### config.mk
export PLATFORM = sky130hd
export DESIGN_NAME = nes_isqrt
export DESIGN_NICKNAME = d
export VERILOG_FILES = /design/src/hw/rtl/nes_pkg.sv /design/src/hw/rtl/nes_isqrt.sv
export SDC_FILE = /design/constraint.sdc
export NUM_CORES = 1
export LEC_CHECK = 0
export BUFFER_PORTS_ARGS = -buffer_cell sky130_fd_sc_hd__buf_2
export CORE_MARGIN = 5
export CORE_UTILIZATION = 53
export DETAILED_ROUTE_END_ITERATION = 8
export PLACE_DENSITY = 0.79
export REMOVE_ABC_BUFFERS = 1
export SLEW_MARGIN = 20
export SYNTH_ARGS = -nofsm -noshare
export SYNTH_HDL_FRONTEND = slang
export SYNTH_SLANG_ARGS = --single-unit
### constraint.sdc
create_clock -name clk -period 6.18 [get_ports clk]
set_clock_uncertainty 0.15 [all_clocks]
set_input_delay 0.618 -clock clk [delete_from_list [all_inputs] [get_ports clk]]
set_output_delay 0.618 -clock clk [all_outputs]
set_load 0.005 [all_outputs]
### src/hw/rtl/nes_pkg.sv
// Shared constants and codes for the nearest edge selector.
// No dependencies; imported by the core and its square root unit.
`timescale 1ns / 1ps
`default_nettype none

package nes_pkg;

  localparam int MAX_POINTS     = 256;
  localparam int MAX_NEIGHBOURS = 16;
  localparam int PT_W           = $clog2(MAX_POINTS);
  localparam int SLOT_W         = $clog2(MAX_NEIGHBOURS);
  localparam int COORD_W        = 24;
  localparam int DIST_W         = 24;
  localparam int DEG_W          = 8;
  localparam int VTX_W          = 14;
  localparam int SQ_W           = 50;
  localparam int ROOT_W         = SQ_W / 2;
  localparam int CFG_W          = 24;

  typedef enum logic [1:0] {
    OP_POINT   = 2'd0,
    OP_SLOT    = 2'd1,
    OP_PROCESS = 2'd2
  } opcode_t;

  typedef enum logic [2:0] {
    CFG_POINT_COUNT = 3'd0,
    CFG_MIN_DIST    = 3'd1,
    CFG_MAX_DIST    = 3'd2,
    CFG_CAND_EXAM   = 3'd3,
    CFG_EDGES_PER   = 3'd4,
    CFG_TIE_TOL     = 3'd5
  } cfg_index_t;

endpackage

`default_nettype wire

### src/hw/rtl/nes_isqrt.sv
// Bit-serial integer square root, one result bit per cycle.
// Depends on nes_pkg for the radicand and root widths.
`timescale 1ns / 1ps
`default_nettype none

module nes_isqrt (
  input  wire logic                       clk,
  input  wire logic                       rst,
  input  wire logic                       start,
  input  wire logic [nes_pkg::SQ_W-1:0]   radicand,
  output logic                            done,
  output logic [nes_pkg::ROOT_W-1:0]      root
);
  import nes_pkg::*;

  localparam int REM_W = ROOT_W + 2;
  localparam int CNT_W = $clog2(ROOT_W + 1);

  logic [SQ_W-1:0]  rad;
  logic [REM_W-1:0] rem;
  logic [CNT_W-1:0] steps;
  logic             active;
  logic [REM_W+1:0] rem_sh;
  logic [REM_W+1:0] trial;
  logic             ge;

  always_comb begin
    rem_sh = {rem, rad[SQ_W-1 -: 2]};
    trial  = {2'b00, root, 2'b01};
    ge     = rem_sh >= trial;
  end

  always_ff @(posedge clk) begin
    if (rst) begin
      active <= 1'b0;
      done   <= 1'b0;
      steps  <= '0;
    end else begin
      done <= 1'b0;
      if (start) begin
        active <= 1'b1;
        steps  <= CNT_W'(ROOT_W);
        rad    <= radicand;
        rem    <= '0;
        root   <= '0;
      end else if (active) begin
        rad  <= {rad[SQ_W-3:0], 2'b00};
        rem  <= ge ? REM_W'(rem_sh - trial) : REM_W'(rem_sh);
        root <= {root[ROOT_W-2:0], ge};
        steps <= steps - CNT_W'(1);
        if (steps == CNT_W'(1)) begin
          active <= 1'b0;
          done   <= 1'b1;
        end
      end
    end
  end

endmodule

`default_nettype wire

### Word level (Yosys, flattened, before mapping)

Cells that the tools add are included.

| word-level totals | value |
|---|---|
| register bits after elaboration | 109 |
| bits of input ports | 53 |

| cells by class | value |
|---|---|
| add/sub/neg operators | 2 |
| order comparisons | 1 |
| equal/unequal tests | 1 |
| mux-type cells | 11 |
| bitwise logic cells | 2 |
| reductions and logical operators | 4 |

Operators by type and width:

| kind | count |
|---|---|
| 2-to-1 mux 50 bit | 2 |
| 2-to-1 mux 27 bit | 2 |
| >= comparator 29 x 27 -> 1 bit | 1 |
| subtractor 27 bit | 1 |
| 2-to-1 mux 25 bit | 1 |
| 2-to-1 mux 5 bit | 2 |
| equality test 5 x 1 -> 1 bit, second input constant | 1 |
| subtractor 5 x 1 -> 5 bit, second input constant | 1 |
| 2-to-1 mux 1 bit | 4 |
| OR reduction 3 bit | 1 |
| inverter 1 bit | 2 |
| AND reduction 2 bit | 1 |
| nonzero test 2 bit | 1 |
| OR reduction 2 bit | 1 |

### Longest topological paths before layout

| depth | value |
|---|---|
| depth in word-level cells | 4 |
| gate-level depth with buffers | 13 |

### Least setup slack after synthesis

Ideal clock, no wire load.

| timing | value |
|---|---|
| kind | input to register |
| from | input start |
| to | register rad[0], enable pin |
| data arrival time | 5.706 ns |
| path slack | -0.240 ns |
| stages | 5 |
| cell sequence | clkbuf_1 > buf_1 > clkbuf_1 > nor2_1 > nor2_1 |

| between the ends | value |
|---|---|
| word-level cells in the longest chain between the ends | 2 |

RTL lines:

| item | line | source |
|---|---|---|
| from (decl) | nes_isqrt.sv:9 | `input wire logic start,` |
| nonzero test 2 bit (no source line) | -- |  |
| AND reduction 2 bit (no source line) | -- |  |
| to (signal assigned) | nes_isqrt.sv:43 | `rad <= radicand;` |
| to (signal assigned) | nes_isqrt.sv:47 | `rad <= {rad[SQ_W-3:0], 2'b00};` |
| to (decl) | nes_isqrt.sv:19 | `logic [SQ_W-1:0] rad;` |

No other way between the ends.
A chain may end at the register's enable or synchronous reset.

### Worst setup path after layout

| timing | value |
|---|---|
| from | register root[11] (netlist name) |
| to | register rem[11] (data pin) |

| between the ends | value |
|---|---|
| word-level cells in the longest chain between the ends | 3 |

RTL lines:

| item | line | source |
|---|---|---|
| from (decl) | nes_isqrt.sv:12 | `output logic [nes_pkg::ROOT_W-1:0] root` |
| from (signal assigned) | nes_isqrt.sv:49 | `root <= {root[ROOT_W-2:0], ge};` |
| >= comparator 29 x 27 -> 1 bit | nes_isqrt.sv:30 | `ge = rem_sh >= trial;` |
| 2-to-1 mux 27 bit | nes_isqrt.sv:48 | `rem <= ge ? REM_W'(rem_sh - trial) : REM_W'(rem_sh);` |
| 2-to-1 mux 27 bit | nes_isqrt.sv:46 | `end else if (active) begin` |
| to (signal assigned) | nes_isqrt.sv:48 |  |
| to (decl) | nes_isqrt.sv:20 | `logic [REM_W-1:0] rem;` |

No other way between the ends. The select of a mux whose other input is x is not followed.

==> results by group <==
Die
  • Die Ht: 117 um
  • Ports: 79
  • Core Rows: 39
  • Core ar.: 0.0113 sq mm
  • Die X: 117 um
  • Starting Density: 53.4%
  • Total die area: 0.0136 sq mm

Synth
  • Most frequent cell after synthesis: edfxtp_1
  • Post-synthesis sequential element count: 109
  • Synth area leaders: edfxtp_1, mux2_2, ha_1, nor2_1, a21oi_1
  • Netlist cell types: 57
  • Post-Syn Area: 0.00605 sq mm
  • YS warnings: 0
  • Ys flop type: edfxtp_1
  • Asr flop ratio synth: 0%
  • Post-synth top area share: between 50% and 60%
  • Post-synth EDFFs: around 100
  • Mapped Avg Cell Area: ~11 sq um
  • Seq/Total Area, Yosys: 53.0%
  • Syn Inst Count: ~540
  • Top post-synthesis cells by count: edfxtp_1, nor2_1, mux2_2
  • Post-synth top area cell: edfxtp_1

Cells and area
  • N_diodes: 0
  • Final core utilization: about three fifths
  • Nets: 689
  • Area growth syn-to-layout: 13.4%
  • Layout cells sized above 1: approximately 25%
  • Count of non-filler cells in the finished layout: between 700 and 800

Route
  • Via density: 5.65
  • WL per Instance: 16.1 um
  • Total number of vias: 4267
  • DRC Markers: 0
  • Final WL: 12200 um
  • Drt first pass iters: 5
  • Remaining antenna violation count after routing: 0
  • DR iter-0 viols: 238

Timing
  • Setup TNS: 0 ns
  • Peak Freq: ~0.29 GHz
  • Worst-Margin Slew: approximately 1 ns
  • Setup violations, final: 0
  • RSZ-0062 raised after global routing: no
  • Final hold vios: 0
  • Slew Limit Fails: 0
  • Fin crit period: 3.46 ns
  • Final period util: 55.9%
  • Slew HR: approximately a third
  • Hold_ws: 0.364 ns

Clocking
  • CTS tree: yes
  • Total CTS buffers: 9
  • Worst skew pair latency: between 0.3 and 0.4 ns
  • Root Driver: clkbuf_16
  • # hold bufs at CTS: 0
  • Post-cts sizing count: 0
  • CTS sink count: 109
  • H-tree depth: 3
  • Clock slew at reported path FFs: 0.07 ns
  • Post-CTS Setup Repair Bufs: 0
  • Bufs on Longest Clock Path: 2

Hold path
  • Worst Hold Launch: steps[1]
  • Worst Hold Class: reg2reg

Power and ir drop
  • Switching share of total power: 28.6%
  • Comb pwr share: 23.7%
  • Sw power: roughly 0.56 mW
  • Worst IR drop on VDD: 176 uV
  • Clock Power Share: 29.9%
  • P_int: 1.40 mW
  • Design Power: about 2.0 mW
  • Pwr dens: around 290 mW/mm^2
  • Leakage Power: 2.81 nW
  • Flop pwr share: roughly 46%

Setup path
  • Crit path from: root[11]
  • Worst setup SP type: flip-flop
  • Endpoint class of the critical path: flip-flop
  • CP required: ~6.2 ns
  • R2r startpoint: root[11]
  • CP Data Arrival Time: between 3 and 4 ns
  • Crit-path max FO: 17
  • Critical Setup Path Class: reg2reg

GRT
  • Largest net degree at the start of global routing: 66
  • First-pass GRT wire length: 20300 um
  • Vias in the first global route: about 4300
  • Total global routing overflow: 0
  • Initial antenna violation count: 0
  • Global-route usage over all layers: a little under a fifth

Placement
  • Cells after DPL: 739
  • Gpl congestion: 0.934
  • Port Buf Inserts: slightly below 80
  • DP HPWL: approximately 8600 um

Flow run
  • Max_cap viols: 0

Run status
  • Status: completed
[placed cells by master (no fill, tap or decap), drive strengths merged, types with 2 or more instances in the layout]
cell,count
o21ai,21
nand2b,3
o21a,4
a31oi,6
or2,2
mux2,48
xnor2,13
nand2,37
nor4,2
and2,4
nor4b,2
o211ai,2
dfxtp,7
edfxtp,102
and3,6
nor2b,6
clkinv,3
mux2i,11
nor3,9
inv,43
nor2,54
a21o,11
o21bai,2
a211oi,3
or4,3
o31ai,4
or3b,2
buf,81
a311o,2
ha,29
a21oi,41
nand3,12
a221oi,3
xor2,6
nand4,5
clkbuf,9
a21boi,2
[final cells by class]
| class | instances | area (sq um) |
|---|---|---|
| fillers | 943 | 4460 |
| flip-flops and latches | 109 | 3200 |
| multi-input cells | 366 | 2600 |
| repair buffers | 81 | 428 |
| clock buffers | 9 | 225 |
| well taps | 143 | 179 |
| inverters | 40 | 150 |
| clock inverters | 7 | 72.6 |
[metal layers]
metal	vias up	global-route usage, %	routed length (um)
met2	160	31.5	5940
met1	1996	23.5	5060
met3	15	6.02	1040
li1	2096	-	-
met4	0	4.89	152
met5	-	0	0
[worst max-delay path, stage by stage (launching register included)]
cell and delay [ns]:
edfxtp_1 0.35, inv_1 0.07, ha_1 0.42, nand3_1 0.18, or2_1 0.27, o211a_4 0.28
a311o_1 0.39, a21oi_2 0.33, buf_4 0.34, nand2_1 0.18, o21ai_0 0.28
[path summary, 6_finish.rpt]
kind	endpoint	slack [ns]	cells past startpoint
hold / removal	steps[1]	0.36	2
setup / recovery	rem[11]	2.72	10
hold reg to reg	steps[1]	0.36	2
setup reg to reg	rem[11]	2.72	10
[sequential cells by signal, indices dropped and copies added (netlist names)]
signal	count
active	1
steps	5
root	25
rem	27
rad	50
done	1
[power by group through the flow]
stage | clock network [mW] | logic [mW] | registers, mW
3_5_place_dp | 0 | 0.457 | 0.927
4_1_cts | 0.599 | 0.462 | 0.911
3_3_place_gp | 0 | 0.442 | 0.924
5_1_grt | 0.637 | 0.514 | 0.916
2_1_floorplan | 0 | 0.337 | 0.926
6_report | 0.588 | 0.465 | 0.910
[cell families (layout without fill, tap and decap cells)]
kind of cell / after synthesis / in the layout / synth area share (%)
XOR/XNOR: 19 / 19 / 2.75
buffers and inverters: 62 / 137 / 4.18
flip-flops: 109 / 109 / 53.0
adder cells (fa/ha/maj): 29 / 29 / 6.00
AND/OR/NAND/NOR: 149 / 149 / 11.5
multiplexers: 59 / 59 / 10.8
AO/OA/AOI/OAI: 110 / 110 / 11.8
[through the flow]
| stage | setup slack, ns | cell area, sq um |
|---|---|---|
| after floorplan | 0.557 | 5940 |
| after global placement | 2.82 | 6560 |
| after detailed placement | 2.76 | 6560 |
| after CTS | 2.72 | 6860 |
| after global routing | 2.48 | 6860 |
| final | 2.72 | 6860 |
Power figures use the tool's default switching activity.
